[config.mk]
export PLATFORM = sky130hd
export DESIGN_NAME = i2c_eeprom_page_sequencer_core
export DESIGN_NICKNAME = d
export VERILOG_FILES = /design/src/sv/ieps_pkg.sv /design/src/sv/ieps_step.sv /design/src/sv/i2c_eeprom_page_sequencer_core.sv
export SDC_FILE = /design/constraint.sdc
export NUM_CORES = 1
export LEC_CHECK = 0
export BUFFER_PORTS_ARGS = -buffer_cell sky130_fd_sc_hd__buf_2
export CORE_MARGIN = 4
export CORE_UTILIZATION = 45
export DETAILED_ROUTE_END_ITERATION = 8
export GPL_TIMING_DRIVEN = 0
export PLACE_DENSITY = 0.75
export RECOVER_POWER = 50
export SYNTH_ARGS = -nofsm -noshare
export SYNTH_HDL_FRONTEND = slang
export SYNTH_SLANG_ARGS = --single-unit
[constraint.sdc]
create_clock -name clk -period 11.55 [get_ports clk]
set_input_delay 1.155 -clock clk [delete_from_list [all_inputs] [get_ports clk]]
set_output_delay 1.155 -clock clk [all_outputs]
set_load 0.05 [all_outputs]
[src/sv/ieps_pkg.sv]
`timescale 1ns / 1ps
// Shared types and codes of the I2C EEPROM page sequencer.
// No dependencies; used by ieps_step and i2c_eeprom_page_sequencer_core.
package ieps_pkg;

	localparam int MAX_RESULTS = 4;

	// func codes of an input transfer
	localparam logic [1:0] FUNC_WRITE_REQ = 2'd0;
	localparam logic [1:0] FUNC_READ_REQ  = 2'd1;
	localparam logic [1:0] FUNC_WDATA     = 2'd2;
	localparam logic [1:0] FUNC_REPORT    = 2'd3;

	// bus command codes
	localparam logic [2:0] OP_START = 3'd0;
	localparam logic [2:0] OP_STOP  = 3'd1;
	localparam logic [2:0] OP_SEND  = 3'd2;
	localparam logic [2:0] OP_RACK  = 3'd3;
	localparam logic [2:0] OP_RNACK = 3'd4;

	// host response codes
	localparam logic [1:0] HOST_RDATA   = 2'd0;
	localparam logic [1:0] HOST_DONE    = 2'd1;
	localparam logic [1:0] HOST_TIMEOUT = 2'd2;

	localparam logic KIND_BUS  = 1'b0;
	localparam logic KIND_HOST = 1'b1;

	// sequencer phases
	localparam logic [3:0] PH_IDLE  = 4'd0;
	localparam logic [3:0] PH_POLL  = 4'd1;
	localparam logic [3:0] PH_WDATA = 4'd2;
	localparam logic [3:0] PH_RDEV  = 4'd3;
	localparam logic [3:0] PH_RDATA = 4'd4;

	// configuration register indexes
	localparam logic REG_DEVICE_ADDRESS = 1'b0;
	localparam logic REG_RETRY_LIMIT    = 1'b1;

	localparam logic [7:0] DEVICE_ADDRESS_RST = 8'd160;
	localparam logic [7:0] RETRY_LIMIT_RST    = 8'd100;

	typedef struct packed {
		logic [1:0]  func;
		logic [15:0] req_address;
		logic [15:0] req_length;
		logic [7:0]  write_data;
		logic        bus_ack;
		logic [7:0]  bus_read_data;
	} in_item_t;

	typedef struct packed {
		logic       kind;
		logic [2:0] bus_op;
		logic [7:0] bus_byte;
		logic [1:0] host_code;
		logic [7:0] host_data;
		logic       last;
	} out_item_t;

	// all results caused by one input transfer
	typedef struct packed {
		logic [2:0]                        count;
		out_item_t [MAX_RESULTS-1:0] item;
	} result_set_t;

	function automatic out_item_t mk_bus(input logic [2:0] op, input logic [7:0] b);
		out_item_t r;
		r          = '0;
		r.kind     = KIND_BUS;
		r.bus_op   = op;
		r.bus_byte = b;
		return r;
	endfunction

	function automatic out_item_t mk_host(input logic [1:0] code, input logic [7:0] d);
		out_item_t r;
		r           = '0;
		r.kind      = KIND_HOST;
		r.host_code = code;
		r.host_data = d;
		return r;
	endfunction

endpackage

[src/sv/ieps_step.sv]
`timescale 1ns / 1ps
// Next-state and result logic of the page sequencer for one input transfer.
// Depends on ieps_pkg.
module ieps_step import ieps_pkg::*; #(
	parameter int PAGE_BYTES = 128,
	parameter int ADDR_BITS  = 16
) (
	input  in_item_t              item,
	input  logic [7:0]            dev_addr,
	input  logic [7:0]            retry_limit,
	input  logic [3:0]            phase,
	input  logic [ADDR_BITS-1:0]  cur_address,
	input  logic [15:0]           bytes_left,
	input  logic [7:0]            poll_count,
	input  logic                  is_read,
	input  logic                  final_seg,
	output logic [3:0]            phase_nx,
	output logic [ADDR_BITS-1:0]  cur_address_nx,
	output logic [15:0]           bytes_left_nx,
	output logic [7:0]            poll_count_nx,
	output logic                  is_read_nx,
	output logic                  final_seg_nx,
	output result_set_t           results
);

	// PAGE_BYTES is a power of two; the page offset is the low address bits
	localparam logic [ADDR_BITS-1:0] PAGE_MASK = ADDR_BITS'(PAGE_BYTES - 1);

	logic [ADDR_BITS-1:0] addr_inc;
	logic [ADDR_BITS-1:0] addr_inc2;
	logic [15:0]          bytes_dec;
	logic [15:0]          addr_wide;
	logic [7:0]           poll_inc;
	logic                 page_end1;
	logic                 page_end2;

	assign addr_inc  = cur_address + ADDR_BITS'(1);
	assign addr_inc2 = cur_address + ADDR_BITS'(2);
	assign bytes_dec = bytes_left - 16'd1;
	assign addr_wide = 16'(cur_address);
	assign poll_inc  = poll_count + 8'd1;
	assign page_end1 = (addr_inc & PAGE_MASK) == '0;
	assign page_end2 = (addr_inc2 & PAGE_MASK) == '0;

	always_comb begin
		logic [2:0] n;
		n              = 3'd0;
		results        = '0;
		phase_nx       = phase;
		cur_address_nx = cur_address;
		bytes_left_nx  = bytes_left;
		poll_count_nx  = poll_count;
		is_read_nx     = is_read;
		final_seg_nx   = final_seg;

		unique case (item.func)
			FUNC_WRITE_REQ, FUNC_READ_REQ: begin
				if (phase == PH_IDLE) begin
					if (item.req_length == 16'd0) begin
						results.item[n[1:0]] = mk_host(HOST_DONE, 8'h00);
						n = n + 3'd1;
					end else begin
						cur_address_nx = item.req_address[ADDR_BITS-1:0];
						bytes_left_nx  = item.req_length;
						is_read_nx     = (item.func == FUNC_READ_REQ);
						final_seg_nx   = 1'b0;
						poll_count_nx  = 8'd0;
						results.item[n[1:0]] = mk_bus(OP_START, 8'h00);
						n = n + 3'd1;
						results.item[n[1:0]] = mk_bus(OP_SEND, dev_addr);
						n = n + 3'd1;
						phase_nx = PH_POLL;
					end
				end
			end
			FUNC_WDATA: begin
				if (phase == PH_WDATA) begin
					results.item[n[1:0]] = mk_bus(OP_SEND, item.write_data);
					n = n + 3'd1;
					cur_address_nx = addr_inc;
					bytes_left_nx  = bytes_dec;
					if (page_end1 || bytes_dec == 16'd0) begin
						results.item[n[1:0]] = mk_bus(OP_STOP, 8'h00);
						n = n + 3'd1;
						if (bytes_dec == 16'd0) begin
							results.item[n[1:0]] = mk_host(HOST_DONE, 8'h00);
							n = n + 3'd1;
							phase_nx = PH_IDLE;
						end else begin
							poll_count_nx = 8'd0;
							results.item[n[1:0]] = mk_bus(OP_START, 8'h00);
							n = n + 3'd1;
							results.item[n[1:0]] = mk_bus(OP_SEND, dev_addr);
							n = n + 3'd1;
							phase_nx = PH_POLL;
						end
					end
				end
			end
			FUNC_REPORT: begin
				unique case (phase)
					PH_POLL: begin
						if (item.bus_ack) begin
							results.item[n[1:0]] = mk_bus(OP_SEND, addr_wide[15:8]);
							n = n + 3'd1;
							results.item[n[1:0]] = mk_bus(OP_SEND, addr_wide[7:0]);
							n = n + 3'd1;
							if (is_read) begin
								results.item[n[1:0]] = mk_bus(OP_START, 8'h00);
								n = n + 3'd1;
								results.item[n[1:0]] = mk_bus(OP_SEND, dev_addr | 8'h01);
								n = n + 3'd1;
								phase_nx = PH_RDEV;
							end else begin
								phase_nx = PH_WDATA;
							end
						end else begin
							poll_count_nx = poll_inc;
							if (poll_inc == retry_limit) begin
								// timeout leaves the bus without a stop
								results.item[n[1:0]] = mk_host(HOST_TIMEOUT, 8'h00);
								n = n + 3'd1;
								phase_nx = PH_IDLE;
							end else begin
								results.item[n[1:0]] = mk_bus(OP_STOP, 8'h00);
								n = n + 3'd1;
								results.item[n[1:0]] = mk_bus(OP_START, 8'h00);
								n = n + 3'd1;
								results.item[n[1:0]] = mk_bus(OP_SEND, dev_addr);
								n = n + 3'd1;
							end
						end
					end
					PH_RDEV: begin
						final_seg_nx = page_end1 || bytes_left <= 16'd1;
						results.item[n[1:0]] = mk_bus(final_seg_nx ? OP_RNACK : OP_RACK, 8'h00);
						n = n + 3'd1;
						phase_nx = PH_RDATA;
					end
					PH_RDATA: begin
						results.item[n[1:0]] = mk_host(HOST_RDATA, item.bus_read_data);
						n = n + 3'd1;
						cur_address_nx = addr_inc;
						bytes_left_nx  = bytes_dec;
						if (final_seg) begin
							results.item[n[1:0]] = mk_bus(OP_STOP, 8'h00);
							n = n + 3'd1;
							if (bytes_dec == 16'd0) begin
								results.item[n[1:0]] = mk_host(HOST_DONE, 8'h00);
								n = n + 3'd1;
								phase_nx = PH_IDLE;
							end else begin
								poll_count_nx = 8'd0;
								results.item[n[1:0]] = mk_bus(OP_START, 8'h00);
								n = n + 3'd1;
								results.item[n[1:0]] = mk_bus(OP_SEND, dev_addr);
								n = n + 3'd1;
								phase_nx = PH_POLL;
							end
						end else begin
							// next read of the same segment
							final_seg_nx = page_end2 || bytes_dec <= 16'd1;
							results.item[n[1:0]] =
								mk_bus(final_seg_nx ? OP_RNACK : OP_RACK, 8'h00);
							n = n + 3'd1;
						end
					end
					default: begin
					end
				endcase
			end
			default: begin
			end
		endcase

		for (int i = 0; i < MAX_RESULTS; i++) begin
			if (3'(i) + 3'd1 == n) begin
				results.item[i].last = 1'b1;
			end
		end
		results.count = n;
	end

endmodule

[src/sv/i2c_eeprom_page_sequencer_core.sv]
`timescale 1ns / 1ps
// Top level of the I2C EEPROM page sequencer: state, config and output queue.
// Depends on ieps_pkg and ieps_step.
//
// Use: the cmd channel carries host requests, write data bytes and bus reports
// from the byte engine (func selects which). The rsp channel returns bus
// commands for the byte engine and host responses, tagged by kind; last marks
// the final result caused by one cmd transfer. Up to four results follow one
// transfer; some transfers cause none.
// Config: cfg_we writes cfg_data into device_address (index 0) or
// retry_limit (index 1) at once; write only while the block is idle.
// Order: the results of a transfer are computed in the accept cycle and stored
// in the output or hold register, sent one per cycle while rsp_ready is high.
// Throughput: one cmd transfer per cycle with rsp_ready high while each
// causes at most one result; else the rsp side paces it, one result per cycle.
// A two-deep result-set queue (output register plus one hold register)
// lets a transfer be taken while a finished result still waits.
// Stall: when rsp_ready stays low, results hold and cmd_ready drops once the
// hold register is full. Reset clears the sequencer to idle, empties the queue
// and loads device_address 160 and retry_limit 100.
module i2c_eeprom_page_sequencer_core import ieps_pkg::*; #(
	parameter int PAGE_BYTES = 128,
	parameter int ADDR_BITS  = 16
) (
	input  logic      clk,
	input  logic      arst_n,
	input  logic      cmd_valid,
	output logic      cmd_ready,
	input  in_item_t  cmd_data,
	output logic      rsp_valid,
	input  logic      rsp_ready,
	output out_item_t rsp_data,
	input  logic      cfg_we,
	input  logic      cfg_index,
	input  logic [7:0] cfg_data
);

	logic [7:0]           dev_addr_q;
	logic [7:0]           retry_q;
	logic [3:0]           phase_q;
	logic [ADDR_BITS-1:0] cur_address_q;
	logic [15:0]          bytes_left_q;
	logic [7:0]           poll_count_q;
	logic                 is_read_q;
	logic                 final_seg_q;

	logic [3:0]           phase_nx;
	logic [ADDR_BITS-1:0] cur_address_nx;
	logic [15:0]          bytes_left_nx;
	logic [7:0]           poll_count_nx;
	logic                 is_read_nx;
	logic                 final_seg_nx;
	result_set_t          step_set;

	// result-set queue
	out_item_t [MAX_RESULTS-1:0] hold_items_q;
	logic [2:0]                  hold_cnt_q;
	logic                        hold_vld_q;
	out_item_t [MAX_RESULTS-1:0] out_items_q;
	logic [2:0]                  out_rem_q;
	logic [1:0]                  out_idx_q;

	logic cmd_xfer;
	logic rsp_xfer;
	logic out_free;
	logic new_set;

	ieps_step #(
		.PAGE_BYTES(PAGE_BYTES),
		.ADDR_BITS (ADDR_BITS)
	) u_step (
		.item          (cmd_data),
		.dev_addr      (dev_addr_q),
		.retry_limit   (retry_q),
		.phase         (phase_q),
		.cur_address   (cur_address_q),
		.bytes_left    (bytes_left_q),
		.poll_count    (poll_count_q),
		.is_read       (is_read_q),
		.final_seg     (final_seg_q),
		.phase_nx      (phase_nx),
		.cur_address_nx(cur_address_nx),
		.bytes_left_nx (bytes_left_nx),
		.poll_count_nx (poll_count_nx),
		.is_read_nx    (is_read_nx),
		.final_seg_nx  (final_seg_nx),
		.results       (step_set)
	);

	assign cmd_ready = !hold_vld_q;
	assign cmd_xfer  = cmd_valid && cmd_ready;
	assign rsp_valid = out_rem_q != 3'd0;
	assign rsp_data  = out_items_q[out_idx_q];
	assign rsp_xfer  = rsp_valid && rsp_ready;
	assign out_free  = (out_rem_q == 3'd0) || (out_rem_q == 3'd1 && rsp_ready);
	assign new_set   = cmd_xfer && step_set.count != 3'd0;

	always_ff @(posedge clk or negedge arst_n) begin
		if (!arst_n) begin
			dev_addr_q <= DEVICE_ADDRESS_RST;
			retry_q    <= RETRY_LIMIT_RST;
		end else if (cfg_we) begin
			unique case (cfg_index)
				REG_DEVICE_ADDRESS: dev_addr_q <= cfg_data;
				REG_RETRY_LIMIT:    retry_q    <= cfg_data;
				default: begin
				end
			endcase
		end
	end

	always_ff @(posedge clk or negedge arst_n) begin
		if (!arst_n) begin
			phase_q       <= PH_IDLE;
			cur_address_q <= '0;
			bytes_left_q  <= '0;
			poll_count_q  <= '0;
			is_read_q     <= 1'b0;
			final_seg_q   <= 1'b0;
		end else if (cmd_xfer) begin
			phase_q       <= phase_nx;
			cur_address_q <= cur_address_nx;
			bytes_left_q  <= bytes_left_nx;
			poll_count_q  <= poll_count_nx;
			is_read_q     <= is_read_nx;
			final_seg_q   <= final_seg_nx;
		end
	end

	// queue control
	always_ff @(posedge clk or negedge arst_n) begin
		if (!arst_n) begin
			hold_vld_q <= 1'b0;
			hold_cnt_q <= '0;
			out_rem_q  <= '0;
			out_idx_q  <= '0;
		end else if (out_free) begin
			out_idx_q <= '0;
			if (hold_vld_q) begin
				// advance the held set; a new set cannot arrive while hold is full
				out_rem_q  <= hold_cnt_q;
				hold_vld_q <= 1'b0;
			end else if (new_set) begin
				out_rem_q <= step_set.count;
			end else begin
				out_rem_q <= '0;
			end
		end else begin
			if (rsp_xfer) begin
				out_rem_q <= out_rem_q - 3'd1;
				out_idx_q <= out_idx_q + 2'd1;
			end
			if (new_set) begin
				hold_vld_q <= 1'b1;
				hold_cnt_q <= step_set.count;
			end
		end
	end

	// queue payload
	always_ff @(posedge clk) begin
		if (out_free) begin
			if (hold_vld_q) begin
				out_items_q <= hold_items_q;
			end else if (new_set) begin
				out_items_q <= step_set.item;
			end
		end else if (new_set) begin
			hold_items_q <= step_set.item;
		end
	end

endmodule

==> impl_metrics.env <==
export IMPL_drt_wl_total_mm=22.7
export IMPL_critPathMaxFanout=31
export IMPL_met3_usage=0.0319
export IMPL_status="finished with violations"
export IMPL_cts_hold_buf=0
export IMPL_cts_made_buffers=17
export IMPL_antenna_found_initial=0
export IMPL_final_cell_area_um2=10900
export IMPL_synth_seq_cells=182
export IMPL_wl_per_cell_um=18.6
export IMPL_grt_total_usage=0.193
export IMPL_ys_seq_area_frac=0.538
export IMPL_hp_start="poll_count_q[7]"
export IMPL_cap_violations=1
export IMPL_grtUsageMet1=0.271
export IMPL_synthesis_area_um2=9510
export IMPL_slew_violations=66
export IMPL_clock_fmax_mhz=225
export IMPL_drc=0
export IMPL_final_antenna_net_count=0
export IMPL_cts_tree="built"
export IMPL_power_leakage_nw=4.18
export IMPL_crit_arrival_ps=4580
export IMPL_grt_pass1_vias=6845
export IMPL_initial_core_util=0.464
export IMPL_dr_first_iter_drc_count=613
export IMPL_ys_flop_type="edfxtp_1"
export IMPL_violations="capacitance limit, slew limit"
export IMPL_hold_end="poll_count_q[7]"
export IMPL_fp_coreArea_um2=20500
export IMPL_worstSetupPathType="reg -> reg"
export IMPL_fillers=1764
export IMPL_grt_pass1_wl_mm=36.7
export IMPL_portBuffers=88
export IMPL_rr_startpoint="bytes_left_q[0]"
export IMPL_syn_mean_instance_area_um2=11.4
export IMPL_min_period_ps=4450
export IMPL_io_pins=90
export IMPL_regArea_um2=5120
export IMPL_crit_path_start_kind="flip-flop"
export IMPL_max_slew_worst_pin_slew_ps=3610
export IMPL_ys_warn_count=0
export IMPL_clk_pin_slew_ps=80
export IMPL_synthArstFlopShare=0.385
export IMPL_cts_resized=0
export IMPL_post_route_util=0.534
export IMPL_postSynthCellCount=832
export IMPL_num_antenna_cells=0
export IMPL_hold_class="reg -> reg"
export IMPL_holdPathStages=1
export IMPL_place_inst=1193
export IMPL_crit_required_ps=11670
export IMPL_finalCritPeriodShare=0.386
export IMPL_ys_types=76
export IMPL_reg2reg_to="hold_items_q[43]"
export IMPL_overflow=0
export IMPL_die_width_um=153
export IMPL_dr_pass1_iters=5
export IMPL_relSlewSlack=-1.40
export IMPL_clkLatencyLatePin_ps=440
export IMPL_placed_area_um2=10400
export IMPL_vias=7043
export IMPL_fin_setup_tns_ps=0
export IMPL_root_buffer="clkbuf_16"
export IMPL_rsz0062_at_grt="no"
export IMPL_busiest_layer="met2"
export IMPL_fin_nets=1017
export IMPL_row_count=52
export IMPL_r2r_slack_ps=7100
export IMPL_rr_worst_depth=10
export IMPL_finalNonFillerCells=1225
export IMPL_final_cell_mix="edfxtp_1 (112), buf_2 (83), dfrtp_1 (65)"
export IMPL_clockBufferDepth=2
export IMPL_synth_nets=907
export IMPL_layout_commonest_cell="edfxtp_1"
export IMPL_ir_drop_uv=110
export IMPL_syn_to_final_growth_pct=15.1
export IMPL_vias_per_cell=5.75
export IMPL_setup_violations_final=0
export IMPL_power_density_nw_per_um2=230
export IMPL_dpl_hpwl_mm=16.8
export IMPL_use_met2=0.317
export IMPL_skew_ps=19.9
export IMPL_gp_congestion=0.951
export IMPL_cts_setup_buffers=0
export IMPL_cp_end_kind="flip-flop"
export IMPL_synth_edf_count=112
export IMPL_multi_input_area_um2=4040
export IMPL_drive_above_1_share=0.236
export IMPL_die_h_um=153
export IMPL_total_power_mw=2.52
export IMPL_h_tree_depth=4
export IMPL_finalHoldViolCount=0
export IMPL_cts_sinks=182
export IMPL_grt_max_degree=66
export IMPL_die_area_um2=23500
-- critical path, cell delays in order (launching register included) --
cell and delay, ps:
dfrtp_1 410, inv_1 130, ha_1 270, nor3b_1 780, and2_0 410, a31o_2 280, nand4_1 100, a31o_1 320
clkbuf_1 320, a21oi_4 810, buf_12 290
-- cells in the mapped netlist (all sizes together), types with 3 or more instances --
master / count / share of area
nor4: 13 / 0.0092
o22a: 4 / 0.0037
o22ai: 19 / 0.012
o31ai: 7 / 0.0055
and2: 28 / 0.018
mux4: 10 / 0.024
nand2: 58 / 0.023
nor3: 9 / 0.0047
xor2: 5 / 0.0046
nor2b: 7 / 0.0046
nand4: 5 / 0.0033
a41oi: 3 / 0.0028
nand2b: 9 / 0.0059
and3: 21 / 0.015
dfstp: 5 / 0.014
a2bb2oi: 4 / 0.0037
inv: 22 / 0.0087
a221o: 4 / 0.0042
a31o: 3 / 0.0028
buf: 8 / 0.0079
dfrtp: 65 / 0.17
nor3b: 3 / 0.0041
or2: 3 / 0.0020
a22o: 18 / 0.017
nor2: 53 / 0.021
a211o: 3 / 0.0028
o221a: 3 / 0.0036
mux2i: 5 / 0.0053
xnor2: 9 / 0.0083
a211oi: 3 / 0.0024
edfxtp: 112 / 0.35
clkbuf: 46 / 0.019
nand3: 30 / 0.016
a31oi: 10 / 0.0066
o21ai: 52 / 0.028
mux2: 64 / 0.076
a22oi: 6 / 0.0047
or3: 8 / 0.0059
ha: 10 / 0.013
a21oi: 51 / 0.027
-- state kept, by name, indices dropped and copies added (netlist names) --
register and cells:
phase_q 3, is_read_q 1, dev_addr_q 8, poll_count_q 8
out_items_q 56, bytes_left_q 16, out_rem_q 3, hold_vld_q 1
hold_cnt_q 3, out_idx_q 2, hold_items_q 56, cur_address_q 16
final_seg_q 1, retry_q 8
-- logic make-up (layout without fill, tap and decap cells) --
logic type                 count (synthesis)  count (layout)  share of synthesized area
xor gates and xnor gates                  17              17                     0.0201
and+or+nand+nor                          258             258                      0.143
DFF                                      182             182                      0.538
adders and majority gates                 10              10                     0.0132
buffers and inverters                     77             200                     0.0371
muxes                                     79              79                      0.105
AOI/OAI and AO/OA                        209             209                      0.143
-- per-layer routing --
layer,vias to the layer above,routed length (um)
met5,-,0
met4,0,321
met3,29,1130
met2,254,10900
met1,3390,10400
li1,3370,-
-- through the flow --
stage	hold WS (ps)	setup WS [ps]
after global routing	529	6330
after global placement	488	4520
after detailed placement	497	7490
after CTS	511	7440
final	506	7100
after floorplan	470	5990
-- worst max path at each step --
stage | start | end | depth (start not counted)
6_report | bytes_left_q[0] | hold_items_q[43] | 10
2_1_floorplan | cmd_data[50] | out_items_q[0] | 8
3_5_place_dp | bytes_left_q[0] | hold_items_q[13] | 10
5_1_grt | arst_n | hold_cnt_q[0] | 2
4_1_cts | bytes_left_q[0] | hold_items_q[43] | 10
3_3_place_gp | cmd_data[50] | hold_items_q[13] | 7
-- area by class of cell --
| type | count | area share |
|---|---|---|
| Buffer | 55 | 0.0231 |
| Clock buffer | 17 | 0.0389 |
| Clock inverter | 15 | 0.0189 |
| Inverter | 22 | 0.00754 |
| Multi-Input combinational cell | 573 | 0.369 |
| Sequential cell | 182 | 0.468 |
| Tap cell | 270 | 0.0309 |
| Timing Repair Buffer | 91 | 0.0437 |
-- power by group --
group          total [mW]  switching (mW)  internal, mW
Combinational       0.952           0.602         0.350
Clock               0.599           0.298         0.301
Sequential          0.973          0.0968         0.876
(Power assumes the default switching activity.)
